File: config.mk
export PLATFORM = sky130hd
export DESIGN_NAME = tksum_ram
export DESIGN_NICKNAME = d
export VERILOG_FILES = /design/src/design/tksum_ram.sv
export SDC_FILE = /design/constraint.sdc
export NUM_CORES = 1
export LEC_CHECK = 0
export BUFFER_PORTS_ARGS = -buffer_cell sky130_fd_sc_hd__clkbuf_2
export CAP_MARGIN = 20
export CORE_ASPECT_RATIO = 0.5
export CORE_MARGIN = 2
export CORE_UTILIZATION = 45
export DETAILED_ROUTE_END_ITERATION = 16
export SLEW_MARGIN = 20
export SYNTH_ARGS = -nofsm -noshare
export SYNTH_HDL_FRONTEND = slang
export SYNTH_SLANG_ARGS = --single-unit
File: constraint.sdc
create_clock -name i_clk -period 2.2 [get_ports i_clk]
set_input_delay 0.44 -clock i_clk [delete_from_list [all_inputs] [get_ports i_clk]]
set_output_delay 0.44 -clock i_clk [all_outputs]
set_load 0.05 [all_outputs]
File: src/design/tksum_ram.sv
`default_nettype none
// ----------------------------------------------------------------------------
// tksum_ram
// generic simple dual-port ram, one write port, one registered read port
// ----------------------------------------------------------------------------
module tksum_ram #(
    parameter int WIDTH = 8,
    parameter int DEPTH = 16,
    parameter int AW    = (DEPTH > 1) ? $clog2(DEPTH) : 1
) (
    input  wire logic             i_clk,
    input  wire logic             i_wr_en,
    input  wire logic [AW-1:0]    i_wr_addr,
    input  wire logic [WIDTH-1:0] i_wr_data,
    input  wire logic             i_rd_en,
    input  wire logic [AW-1:0]    i_rd_addr,
    output logic      [WIDTH-1:0] o_rd_data
);

    logic [WIDTH-1:0] r_mem [DEPTH];

    always_ff @(posedge i_clk) begin
        if (i_wr_en) begin
            r_mem[i_wr_addr] <= i_wr_data;
        end
        if (i_rd_en) begin
            o_rd_data <= r_mem[i_rd_addr];
        end
    end

endmodule
`default_nettype wire

==> impl_metrics.env <==
export IMPL_clk_pin_slew_worst_paths_ns=0.05
export IMPL_arrival_ns=1.85
export IMPL_status="finished, final reports clean"
export IMPL_dp_worst_setup_slack_ns=0.05999
export IMPL_startpoint="i_rd_addr[0]"
export IMPL_grt_max_degree=29
export IMPL_yosys_area_share_simple_pct=3.135
export IMPL_ys_ff_latch=136
export IMPL_power_density_nw_per_um2=977.8
export IMPL_clockRootBuffer="clkbuf_16"
export IMPL_syn_avg_cell_area_um2=22.83
export IMPL_cts_tree="done"
export IMPL_num_vias=2520
export IMPL_area_growth_pct=19.39
export IMPL_peakVddDrop_mv=0.5709
export IMPL_cts_hold_fix_buffers=0
export IMPL_synth_cell_type_count=18
export IMPL_setup_tns_ns=0
export IMPL_slew_headroom_pct=55.44
export IMPL_seqCellArea_um2=4084
export IMPL_drive_gt1_share_pct=31.10
export IMPL_multi_input_area_um2=1057
export IMPL_fp_coreArea_um2=11150
export IMPL_design_area_um2=6241
export IMPL_synth_top_family_by_area="multiplexers"
export IMPL_drtAntennaViolNets=0
export IMPL_drtIter0Drc=235
export IMPL_antenna_found_initial=0
export IMPL_die_x_um=156.4
export IMPL_synthXorXnorAreaFrac_pct=0
export IMPL_grt_pass1_vias=2526
export IMPL_n_fill_cell=838
export IMPL_critPathTopFamily="multiplexers"
export IMPL_hp_start="i_rd_en"
export IMPL_period_share_pct=76.78
export IMPL_tightest_slew_ns=0.6659
export IMPL_skew_ns=0.004531
export IMPL_wl_mm=10.23
export IMPL_finalSetupViolCount=0
export IMPL_grt_first_pass_wirelength_mm=15.24
export IMPL_synth_compound_area_share_pct=2.298
export IMPL_crit_path_top_delay_cell="mux4_1"
export IMPL_hold_path_class="in -> reg"
export IMPL_p_leak_nw=2.130
export IMPL_startpoint_type="input port"
export IMPL_synth_area_mux_share_pct=14.79
export IMPL_clk_insertion_delay_late_ns=0.41
export IMPL_antenna_cells=0
export IMPL_hold_slack_ns=0.4378
export IMPL_dieArea_um2=12550
export IMPL_clock_sinks=136
export IMPL_htreeDepth=4
export IMPL_placed_area_um2=5650
export IMPL_postLayoutCoreUtil_pct=55.98
export IMPL_nets=306
export IMPL_drv_slew=0
export IMPL_cts_buffer_depth=2
export IMPL_cp_end_kind="flop"
export IMPL_crit_path_max_incr_delay_ns=0.53
export IMPL_rows=27
export IMPL_drcViolationCount=0
export IMPL_grt_use_total_pct=18.08
export IMPL_hpwl_mm=6.350
export IMPL_io_pins=27
export IMPL_ys_top_cells_by_area="edfxtp_1, mux4_2, mux4_1, a22oi_1, nor2_1"
export IMPL_rsz0062_at_grt="no"
export IMPL_cts_buffers=17
export IMPL_yosys_warnings=0
export IMPL_setup_ws_ns=0.5108
export IMPL_post_cts_buffers=0
export IMPL_finalPower_mw=6.102
export IMPL_synth_top_cell_area_share_pct=78.12
export IMPL_timing_rr_start="r_mem[3][7]"
export IMPL_drv_cap=0
export IMPL_finalHoldViolations=0
export IMPL_post_cts_resized=0
export IMPL_postSynthCellCount=229
export IMPL_yosysTopAreaCell="edfxtp_1"
export IMPL_synth_fa_ha_area_share_pct=0
export IMPL_syn_area_um2=5228
export IMPL_critPathMaxFanout=25
export IMPL_gr_total_overflow=0
export IMPL_cp_cell_sequence="clkbuf_2 > buf_12 > buf_4 > mux4_1 > a22oi_1 > nand2_1"
export IMPL_fmax_mhz=592.0
export IMPL_wl_per_cell_um=23.04
export IMPL_dr_pass1_iters=5
export IMPL_finalCriticalPeriod_ns=1.689
export IMPL_crit_buf_inv=3
export IMPL_finalNonFillerCells=444
export IMPL_initial_core_util_pct=46.89
export IMPL_syn_num_nets=248
export IMPL_synth_seq_area_share_pct=78.12
export IMPL_fp_dieH_um=80.22
export IMPL_path_class="in -> reg"
export IMPL_gp_congestion=0.7913
export IMPL_dp_cells=413
export IMPL_required_ns=2.36
export IMPL_port_buffers=26
export IMPL_vias_per_cell=5.676
==> worst paths after layout <==
path,end,slack [ns],cells after the start
setup / recovery,o_rd_data[3],0.51,6
hold / removal,o_rd_data[5],0.44,1
setup reg to reg,o_rd_data[7],0.58,3
hold reg to reg,o_rd_data[5],0.76,3
==> where the power goes <==
part / total [mW] / internal (mW) / switching, mW
Sequential: 2.94 / 2.92 / 0.0144
Combinational: 0.320 / 0.118 / 0.202
Clock: 2.85 / 1.86 / 0.983
==> routing by layer <==
layer	global-route usage, %	vias up	wire length (um)	share of wire (%)
met4	9.266	0	211	2.1
met3	5.181	21	769	7.5
met2	25.29	87	4544	44
li1	-	1102	-	-
met5	0	-	0	0
met1	26.00	1310	4706	46
==> placed cells by master, fill, tap and decap left out, drive strengths merged, types with 2 or more instances in the layout <==
cell type	n
buf	23
nand2	9
nor2	13
a22oi	16
clkinv	7
bufinv	4
edfxtp	136
clkbuf	45
nand2b	2
nor3	4
mux4	32
nand3b	2
==> sequential cells by signal, summed over array words and instances, names as in the netlist <==
signal	flops
o_rd_data	8
r_mem	128
==> worst reg2reg max path, cell delays in order, from the launching register on <==
cell      delay [ns]
edfxtp_1        0.37
mux4_2          0.47
a22oi_1         0.34
nand2_1         0.16
==> cells by family after synthesis <==
logic type	Yosys count
flip-flops	136
AND/OR/NAND/NOR	35
buffers and inverters	10
AO/OA/AOI/OAI	16
multiplexers	32
==> layout make-up <==
type | count | share of cell area, %
Clock buffer | 19 | 6.937
Clock inverter | 12 | 2.526
Multi-Input combinational cell | 83 | 16.94
Sequential cell | 136 | 65.44
Tap cell | 145 | 2.907
Timing Repair Buffer | 49 | 5.253
==> synth_stat cells <==
cell	number
edfxtp_1	136
mux4_2	18
a22oi_1	16
mux4_1	14
nor2_1	13
nand2_1	9
nor3_1	4
buf_2	3
buf_6	3
clkdlybuf4s25_2	3
nand2b_1	2
nand3b_1	2
and2_1	1
and2b_1	1
buf_4	1
nand3_1	1
nor2b_1	1
or3b_2	1
(Power assumes the default switching activity.)
