--- config.mk ---
export PLATFORM = sky130hd
export DESIGN_NAME = tksum_scan
export DESIGN_NICKNAME = d
export VERILOG_FILES = /design/src/design/tksum_pkg.sv /design/src/design/tksum_scan.sv
export SDC_FILE = /design/constraint.sdc
export NUM_CORES = 1
export LEC_CHECK = 0
export ABC_AREA = 1
export BUFFER_PORTS_ARGS = -buffer_cell sky130_fd_sc_hd__buf_2
export CAP_MARGIN = 20
export CELL_PAD_IN_SITES_DETAIL_PLACEMENT = 0
export CELL_PAD_IN_SITES_GLOBAL_PLACEMENT = 1
export CORE_MARGIN = 2
export CORE_UTILIZATION = 38
export CTS_CLUSTER_SIZE = 8
export DETAILED_ROUTE_END_ITERATION = 7
export GPL_ROUTABILITY_DRIVEN = 0
export PLACE_DENSITY = 0.93
export SETUP_SLACK_MARGIN = 0.5
export SYNTH_ARGS = -nofsm -noshare
export SYNTH_HDL_FRONTEND = slang
export SYNTH_SLANG_ARGS = --single-unit
--- constraint.sdc ---
create_clock -name i_clk -period 4.7 [get_ports i_clk]
set_clock_uncertainty 0.2 [all_clocks]
set_input_delay 0.235 -clock i_clk [delete_from_list [all_inputs] [get_ports i_clk]]
set_output_delay 0.235 -clock i_clk [all_outputs]
set_load 0.005 [all_outputs]
--- src/design/tksum_pkg.sv ---
`default_nettype none
// ----------------------------------------------------------------------------
// tksum_pkg
// shared widths, defaults and control types of the top-k sum unit
// ----------------------------------------------------------------------------
package tksum_pkg;

    localparam int VAL_W     = 30;    // sample width
    localparam int CFG_W     = 11;    // keep_count register width
    localparam int OUT_W     = 40;    // top_sum width
    localparam int K_MAX_DEF = 1024;  // default store depth

    localparam logic [CFG_W-1:0] KEEP_RESET = CFG_W'(1024);
    localparam logic [OUT_W-1:0] SUM_MAX    = '1;

    // command from the sequencer to the scan unit
    typedef struct packed {
        logic start;    // begin one pass over the store
        logic replace;  // swap the first copy of the minimum for the new value
    } t_scan_ctl;

endpackage
`default_nettype wire

--- src/design/tksum_scan.sv ---
`default_nettype none
// ----------------------------------------------------------------------------
// tksum_scan
// one pass over the store: replace, minimum and sum, one entry per cycle
// ----------------------------------------------------------------------------
module tksum_scan #(
    parameter int K_MAX  = tksum_pkg::K_MAX_DEF,
    parameter int CNT_W  = $clog2(K_MAX + 1),
    parameter int ADDR_W = (K_MAX > 1) ? $clog2(K_MAX) : 1,
    parameter int SUM_W  = tksum_pkg::VAL_W + $clog2(K_MAX)
) (
    input  wire logic                             i_clk,
    input  wire logic                             i_rst_n,
    input  wire tksum_pkg::t_scan_ctl             i_ctl,
    input  wire logic [CNT_W-1:0]                 i_k,
    input  wire logic [tksum_pkg::VAL_W-1:0]      i_min,
    input  wire logic [tksum_pkg::VAL_W-1:0]      i_value,
    output logic                                  o_rd_en,
    output logic      [ADDR_W-1:0]                o_rd_addr,
    input  wire logic [tksum_pkg::VAL_W-1:0]      i_rd_data,
    output logic                                  o_wr_en,
    output logic      [ADDR_W-1:0]                o_wr_addr,
    output logic                                  o_done,
    output logic      [tksum_pkg::VAL_W-1:0]      o_acc_min,
    output logic      [SUM_W-1:0]                 o_acc_sum
);
    import tksum_pkg::*;

    logic              r_active;
    logic              r_replace;
    logic              r_found;
    logic [CNT_W-1:0]  r_addr;
    logic              r_vld;
    logic [CNT_W-1:0]  r_vaddr;
    logic              r_done;
    logic [VAL_W-1:0]  r_acc_min;
    logic [SUM_W-1:0]  r_acc_sum;

    logic              w_issue;
    logic              w_hit;
    logic              w_end;
    logic [VAL_W-1:0]  w_val;

    assign w_issue = r_active && (r_addr < i_k);

    // first stored copy of the old minimum takes the new value
    assign w_hit = r_vld && r_replace && !r_found && (i_rd_data == i_min);
    assign w_val = w_hit ? i_value : i_rd_data;
    assign w_end = r_vld && ((r_vaddr + CNT_W'(1)) == i_k);

    assign o_rd_en   = w_issue;
    assign o_rd_addr = r_addr[ADDR_W-1:0];
    assign o_wr_en   = w_hit;
    assign o_wr_addr = r_vaddr[ADDR_W-1:0];
    assign o_done    = r_done;
    assign o_acc_min = r_acc_min;
    assign o_acc_sum = r_acc_sum;

    always_ff @(posedge i_clk) begin
        if (!i_rst_n) begin
            r_active <= 1'b0;
            r_vld    <= 1'b0;
            r_done   <= 1'b0;
        end else begin
            r_vld  <= w_issue;
            r_done <= w_end;
            if (i_ctl.start) begin
                r_active <= 1'b1;
            end else if (w_end) begin
                r_active <= 1'b0;
            end
        end
    end

    always_ff @(posedge i_clk) begin
        r_vaddr <= r_addr;
        if (i_ctl.start) begin
            r_addr    <= '0;
            r_found   <= 1'b0;
            r_replace <= i_ctl.replace;
            r_acc_min <= '1;
            r_acc_sum <= '0;
        end else begin
            if (w_issue) begin
                r_addr <= r_addr + CNT_W'(1);
            end
            if (r_vld) begin
                if (w_hit) begin
                    r_found <= 1'b1;
                end
                if (w_val < r_acc_min) begin
                    r_acc_min <= w_val;
                end
                r_acc_sum <= r_acc_sum + SUM_W'(w_val);
            end
        end
    end

endmodule
`default_nettype wire

==> results of run 1 <==
-- power by group through the flow --
stage	clock network, mW	logic (mW)	registers [mW]
finish	0.770	0.585	0.900
global placement	0	0.572	0.919
floorplan	0	0.374	0.915
detailed placement	0	0.575	0.919
global route	0.815	0.655	0.906
CTS	0.784	0.581	0.900
-- worst max-delay path, delay by kind of cell, from the launching register on --
| kind | cells | cell delay [ns] |
|---|---|---|
| and+or+nand+nor | 14 | 1.83 |
| AOI/OAI and AO/OA | 4 | 0.53 |
| DFF | 1 | 0.39 |
| adders and majority gates | 1 | 0.36 |
| muxes | 1 | 0.33 |
| buffers and inverters | 1 | 0.20 |
-- through the flow --
stage               setup WS, ns  std cells  area [sq um]
finish                     0.761       1500          8900
global route               0.481       1500          8900
CTS                        0.654       1500          8880
detailed placement         0.452       1482          8550
global placement           0.456       1482          8550
floorplan                   1.12       1060          7440
-- flip-flops by register name, summed over array words and instances, names as in the netlist --
signal     flops
r_vaddr       11
r_active       1
r_found        1
r_replace      1
r_vld          1
r_addr        11
o_acc_min     30
o_acc_sum     40
o_done         1
-- placed cells by master, fill, tap and decap left out, drive strengths merged, types with 19 or more instances in the layout --
| master | count |
|---|---|
| a21oi | 72 |
| buf | 207 |
| dfxtp | 96 |
| ha | 71 |
| inv | 135 |
| mux2 | 28 |
| nand2 | 162 |
| nand3 | 87 |
| nand4 | 19 |
| nor2 | 135 |
| o21ai | 67 |
| xnor2 | 43 |
| xor2 | 25 |
-- logic make-up (layout without fill, tap and decap cells) --
kind of cell             count (synthesis)  in the layout  synth area share (%)
adder cells (fa/ha/maj)                 72             72                  12.2
XOR/XNOR                                68             68                  8.01
AO/OA/AOI/OAI                          177            177                  13.5
buffers and inverters                  183            358                  10.7
AND/OR/NAND/NOR                        435            435                  25.0
flip-flops                              97             97                  26.2
multiplexers                            28             28                  4.24
-- path summary, 6_finish.rpt --
path         slack (ns)        start            end  cells after the start
max reg2reg        0.76        r_vld  o_acc_sum[32]                     21
min reg2reg        0.19   r_addr[10]    r_vaddr[10]                      0
max                0.76        r_vld  o_acc_sum[32]                     21
min                0.10  i_value[13]  o_acc_min[13]                      4
-- timing repair --
item | 4_1_cts | 5_1_grt
hold buffers | 2 | 0
gates resized for setup | 0 | 7
endpoints found under the setup margin | 0 | 36
endpoints found under the hold margin | 4 | 0
-- area by class of cell --
type,count,area (sq um)
Timing Repair Buffer,209,1080
Multi-Input combinational cell,780,4730
Sequential cell,97,1950
Tap cell,265,332
Inverter,133,499
Clock inverter,5,42.5
Clock buffer,11,264
Fill cell,2006,10400
-- routing by layer --
| metal | track usage (%) | vias up |
|---|---|---|
| li1 | - | 3849 |
| met1 | 28.5 | 3470 |
| met2 | 33.8 | 198 |
| met3 | 2.87 | 25 |
| met4 | 4.95 | 0 |
| met5 | 0 | - |
==> reports/qor.txt, run 1 <==
Most repeated library cell on the critical path -> sky130_fd_sc_hd__nand2_1
Final Hold Fails -> 0
Half-perimeter wire length after detailed placement -> 17900 microns
Clock root cell -> sky130_fd_sc_hd__clkbuf_16
Clock share of power -> 34.2%
CP peak stage delay -> 0.39 ns
Avg Cell Area, Syn -> 7.02 sq um
Layout overhead on the synthesized area -> 19.7%
Maximum net fanout on the critical path -> 23
Max Transition Viols Final -> 0
Starting DRC count in detailed routing -> 439
Hold WC Path Type -> in -> reg
Post-CTS Repair Setup Buffers -> 0
Flops & latches, synth -> 97
Setup repair after global routing missed its margin -> yes
Slowest cell on the critical path -> sky130_fd_sc_hd__dfxtp_1
Total chip power -> 2.25 mW
Minimum hold slack -> 0.103 ns
Slew at the pin with the worst max-slew slack -> 0.775 ns
Synthesized cell area -> 7440 sq um
CP Data Arrival Time -> 3.98 ns
Design internal power -> 1.51 mW
Sequential group share of total power -> 39.9%
Total leakage power -> 4.63 nW
TNS Setup -> 0 ns
Number of flops mapped to enable cells by yosys -> 1
Required time at the endpoint of the critical path -> 4.74 ns
Worst Setup Path Type -> reg -> reg
IR drop worst, VDD -> 0.000175 V
Clock latency at the later pin of the worst-skew pair -> 0.36 ns
Vias in the first global route -> 6570
Final setup violation count -> 0
Leftover overflow at the end of global routing -> 0
Instance count of the mapped netlist -> 1060
WL/cell -> 14.9 microns
Cell row count -> 51
TritonCTS clock tree -> done
First-pass GRT wire length -> 33800 microns
Period Utilization, post-route -> 83.8%
Post-layout util -> 46.0%
Net count reported at finish -> 1407
Die Width -> 144 microns
Boundary pin count -> 198
Share of async-settable or async-resettable flops after synthesis -> 0%
Core area -> 19300 sq um
Initial antenna violation count -> 0
Vias per Instance -> 5.03
# clock sinks -> 97
Shortest clock period the worst path allows after layout -> 3.94 ns
Number of detailed-routing iterations run before antenna repair -> 7
Highest Signal Layer -> met4
Max Cap Violations -> 0
Register area share after synthesis -> 26.2%
Via count -> 7542
Ys flop type -> sky130_fd_sc_hd__dfxtp_1
Wire length on met2 -> 10600 microns
Count of cell types in the netlist -> 46
Input/output buffers -> 197
Crit path launch type -> register
Worst slew margin -> 48.4%
Floorplan die area -> 20700 sq um
Maximum clock path buffer count -> 2
Worst Setup End Kind -> register
Clock transition time at the flip-flop clock pins of the worst setup and hold paths -> 0.08 ns
Power per Cell Area -> 253 nW/um^2
Leading cell type by number of instances after synthesis -> sky130_fd_sc_hd__nand2_1
DRT antenna net count -> 0
Number of warnings issued by yosys -> 0
Count of inserted antenna diode cells -> 0
Global Route Usage Sum -> 20.6%
Yosys top cell by area -> sky130_fd_sc_hd__dfxtp_1
Synth top area share -> 25.8%
Depth of the CTS H-tree -> 3
Top post-synthesis cells by count -> sky130_fd_sc_hd__nand2_1, sky130_fd_sc_hd__nor2_1, sky130_fd_sc_hd__inv_1
Syn_nets -> 1237
Maximum number of pins on one net before global-route repair -> 50
DIE HEIGHT -> 144 microns
Combinational power share -> 25.9%
Initial Util -> 38.5%
Metal3 WL -> 1030 microns
Layout cell share with drive strength beyond 1 -> 21.6%
Total routed wirelength -> 22300 microns
Status -> finished clean
Post-route met1 wirelength -> 10300 microns
Total CTS buffers -> 9
DRC -> 0
Critical path, cell by cell -> nand2_1, nor2_2, nand2_1, nor2_1, nand2_1, nor2_1, nand2_1, buf_6, mux2_2, ha_1, nand2_1, nor2_1, nand4_1, or2_2, nand3_1, a21o_1, nand2_1, o21ai_0, nand2_1, o21ai_0, a21oi_1
Net switching component of the power -> 0.740 mW
Largest cells by area after synthesis -> sky130_fd_sc_hd__dfxtp_1, sky130_fd_sc_hd__ha_1, sky130_fd_sc_hd__nand2_1
Share of total power consumed by net switching -> 32.8%
Maximum achievable frequency -> 254 MHz
No activity file was read; power rests on OpenSTA's default activity.
==> run 2, diff against run 1 <==
--- a/config.mk
+++ b/config.mk
@@ -5,17 +5,17 @@
 export SDC_FILE = /design/constraint.sdc
 export NUM_CORES = 1
 export LEC_CHECK = 0
-export ABC_AREA = 1
+export ABC_AREA = 0
 export BUFFER_PORTS_ARGS = -buffer_cell sky130_fd_sc_hd__buf_2
 export CAP_MARGIN = 20
 export CELL_PAD_IN_SITES_DETAIL_PLACEMENT = 0
 export CELL_PAD_IN_SITES_GLOBAL_PLACEMENT = 1
 export CORE_MARGIN = 2
-export CORE_UTILIZATION = 38
+export CORE_UTILIZATION = 39
 export CTS_CLUSTER_SIZE = 8
 export DETAILED_ROUTE_END_ITERATION = 7
 export GPL_ROUTABILITY_DRIVEN = 0
-export PLACE_DENSITY = 0.93
+export PLACE_DENSITY = 0.92
 export SETUP_SLACK_MARGIN = 0.5
 export SYNTH_ARGS = -nofsm -noshare
 export SYNTH_HDL_FRONTEND = slang
==> constraint.sdc (replaced) <==
create_clock -name i_clk -period 4 [get_ports i_clk]
set_clock_uncertainty 0.2 [all_clocks]
set_input_delay 0.2 -clock i_clk [delete_from_list [all_inputs] [get_ports i_clk]]
set_output_delay 0.2 -clock i_clk [all_outputs]
set_load 0.005 [all_outputs]
==> run 2 against run 1 <==
Net effect: the flow now finishes with violations (setup timing); core utilization up 15 points; synthesized cell count down 22%; final cell count down 6.7%; largest cell class unchanged; largest power group unchanged.
==> reports/qor.txt, run 2 <==
Crit path launch type -> primary input
Maximum net fanout on the critical path -> 6
Final Hold Fails -> 0
Slew at the pin with the worst max-slew slack -> 0.994 ns
Net count reported at finish -> 1342
DRT antenna net count -> 0
Final std cell area, no fill -> 11000 sq um
Layout fillers -> 1465
Flops & latches, synth -> 97
Shortest clock period the worst path allows after layout -> 4.15 ns
Half-perimeter wire length after detailed placement -> 17700 microns
Leftover overflow at the end of global routing -> 0
Required time at the endpoint of the critical path -> 4.04 ns
Total routed wirelength -> 25800 microns
Sequential group share of total power -> 36.1%
TritonCTS clock tree -> done
Share of total power consumed by net switching -> 30.7%
Clock share of power -> 33.8%
End point of the critical path -> o_acc_min[11]
Violated checks -> setup timing
Most frequent standard cell in the layout excluding fill and tap cells -> sky130_fd_sc_hd__buf_2
Combinational power share -> 30.1%
Number of cells in the design after placement -> 1324
Via count -> 7401
Clock root cell -> sky130_fd_sc_hd__clkbuf_16
Clock transition time at the flip-flop clock pins of the worst setup and hold paths -> 0.08 ns
Floorplan die area -> 19400 sq um
Maximum clock path buffer count -> 2
Total CTS buffers -> 9
Share of async-settable or async-resettable flops after synthesis -> 0%
Period Utilization, post-route -> 104%
Maximum number of pins on one net before global-route repair -> 55
Cell row count -> 49
Max Cap Violations -> 0
CP startpoint -> i_min[25]
Number of flops mapped to enable cells by yosys -> 1
Maximum achievable frequency -> 241 MHz
CP Data Arrival Time -> 4.19 ns
Max Transition Viols Final -> 0
Depth of the CTS H-tree -> 3
Final setup violation count -> 32
WL/cell -> 18.5 microns
Core area -> 18000 sq um
Smallest setup slack after layout -> -0.151 ns
Die Width -> 139 microns
Total leakage power -> 5.18 nW
Count of cell types in the netlist -> 63
Yosys top cell by area -> sky130_fd_sc_hd__dfxtp_1
Most frequent cells in the layout -> sky130_fd_sc_hd__buf_2, sky130_fd_sc_hd__buf_4, sky130_fd_sc_hd__dfxtp_1
Number of flip-flops under the largest register name -> 40
Worst Setup End Kind -> register
Critical register-to-register path endpoint -> o_acc_min[11]
Syn_nets -> 1008
Status -> complete, but fails checks
Hold WC Path Type -> in -> reg
Vias per Instance -> 5.29
Clock latency at the later pin of the worst-skew pair -> 0.36 ns
Layout overhead on the synthesized area -> 53.4%
First-pass GRT wire length -> 37800 microns
Boundary pin count -> 198
Reg2reg start -> r_replace
Input/output buffers -> 197
Post-Layout Cell Count -> 1399
Initial antenna violation count -> 0
Count of inserted antenna diode cells -> 0
IR drop worst, VDD -> 0.000217 V
Placed Area -> 9150 sq um
Leading cell type by number of instances after synthesis -> sky130_fd_sc_hd__dfxtp_1
DIE HEIGHT -> 139 microns
Initial Util -> 39.8%
Synth top area share -> 26.9%
Largest cells by area after synthesis -> sky130_fd_sc_hd__dfxtp_1, sky130_fd_sc_hd__ha_1, sky130_fd_sc_hd__mux2i_1
# clock sinks -> 97
Ys flop type -> sky130_fd_sc_hd__dfxtp_1
Worst slew margin -> 33.7%
Starting DRC count in detailed routing -> 464
Global Route Usage Sum -> 24.2%
Vias in the first global route -> 7163
Number of warnings issued by yosys -> 0
Power per Cell Area -> 265 nW/um^2
Layout cell share with drive strength beyond 1 -> 45.9%
Synthesized cell area -> 7150 sq um
Worst Setup Path Type -> in -> reg
Design internal power -> 2.01 mW
Instance count of the mapped netlist -> 831
DRC -> 0
Worst reg2reg setup slack -> -0.11 ns
Net switching component of the power -> 0.893 mW
Reg2Reg Depth -> 19
Number of detailed-routing iterations run before antenna repair -> 5
Avg Cell Area, Syn -> 8.61 sq um
Setup repair after global routing missed its margin -> yes
Register area share after synthesis -> 27.3%
Top post-synthesis cells by count -> sky130_fd_sc_hd__dfxtp_1, sky130_fd_sc_hd__ha_1, sky130_fd_sc_hd__nor2_1
## run 2: cell count changes in the layout (fill, tap and decap cells not counted), sizes merged, moves of 18 or more
cell / previous run / this run
nand3: 87 / 21
inv: 135 / 58
o21ai: 67 / 31
nand2: 162 / 43
buf: 207 / 360
nor2: 135 / 66
nand2b: 0 / 34
xor2: 25 / 43
mux2i: 0 / 52
a21oi: 72 / 43
## run 2: cell type report
type                            instances  area (sq um)  share of cell area, %
Multi-Input combinational cell        635          5680                   51.7
Timing Repair Buffer                  365          2520                   22.9
Sequential cell                        97          1950                   17.8
Tap cell                              229           287                   2.61
Clock buffer                           10           239                   2.18
Inverter                               57           214                   1.95
Clock inverter                          6          88.8                  0.809
## run 2: power by group through the flow
stage	Combinational, mW	Clock, mW	Sequential, mW
6_report	0.875	0.981	1.05
5_1_grt	0.944	1.03	1.05
4_1_cts	0.760	0.996	1.05
3_5_place_dp	0.701	0	1.07
3_3_place_gp	0.689	0	1.07
2_1_floorplan	0.395	0	1.06
## run 2: per-layer routing
metal	vias to the layer above	global-route usage [%]	part of all wire, %
li1	3580	-	-
met1	3512	29.9	42
met2	241	41.5	49
met3	68	4.78	5.6
met4	0	9.25	4.2
met5	-	0	0
## run 2: per-stage QoR
stage	setup TNS (ns)	utilization [%]	setup slack (ns)	power (mW)	hold slack (ns)
CTS	-3.45	56.5	-0.142	2.80	0.0445
floorplan	0	-	0.0999	1.46	0.0989
finish	-1.76	61.1	-0.151	2.91	0.0304
detailed placement	-28.76	50.9	-0.671	1.77	0.178
global placement	-24.65	50.9	-0.614	1.75	0.169
global route	-11.94	61.1	-0.331	3.03	0.0406
## run 2: how the worst min path moves through the flow
| stage | startpoint | to | slack (ns) | cells after the start |
|---|---|---|---|---|
| after floorplan | i_ctl[0] | r_replace | 0.1 | 0 |
| after global placement | r_addr[10] | r_vaddr[10] | 0.17 | 0 |
| after detailed placement | i_ctl[0] | r_replace | 0.18 | 1 |
| after CTS | i_value[21] | o_acc_min[21] | 0.04 | 4 |
| after global routing | i_value[19] | o_acc_min[19] | 0.04 | 4 |
| final | i_value[19] | o_acc_min[19] | 0.03 | 4 |
## run 2: repair_timing
item	CTS	global route
endpoints found under the hold margin	4	0
setup endpoints to repair	64	66
hold buffers	2	0
cloned	1	5
pin swaps	23	51
buffers inserted	41	10
gates resized for setup	83	128
## run 2: cell families after synthesis
logic type,count (synthesis),share of synthesized area [%]
buf+inv,100,6.87
compound gates,148,13.5
xor+xnor,79,9.67
flops,97,27.3
mux,81,11.8
simple gates,254,18.1
fa+ha+maj,72,12.7
## run 2: critical path, cell delays in order
cell and delay (ns):
sky130_fd_sc_hd__buf_2 0.12, sky130_fd_sc_hd__xor2_2 0.23, sky130_fd_sc_hd__nor4_4 0.32, sky130_fd_sc_hd__nand4_1 0.27, sky130_fd_sc_hd__nor3_4 0.28, sky130_fd_sc_hd__buf_6 0.17, sky130_fd_sc_hd__clkbuf_16 0.15, sky130_fd_sc_hd__mux2_4 0.33
sky130_fd_sc_hd__ha_4 0.22, sky130_fd_sc_hd__a211oi_2 0.17, sky130_fd_sc_hd__o21ai_1 0.10, sky130_fd_sc_hd__a221o_1 0.36, sky130_fd_sc_hd__o21bai_4 0.19, sky130_fd_sc_hd__o41ai_2 0.05, sky130_fd_sc_hd__a31oi_1 0.12, sky130_fd_sc_hd__a21oi_4 0.18
sky130_fd_sc_hd__buf_6 0.15, sky130_fd_sc_hd__clkbuf_16 0.16, sky130_fd_sc_hd__mux2i_1 0.27, sky130_fd_sc_hd__nand2b_1 0.13
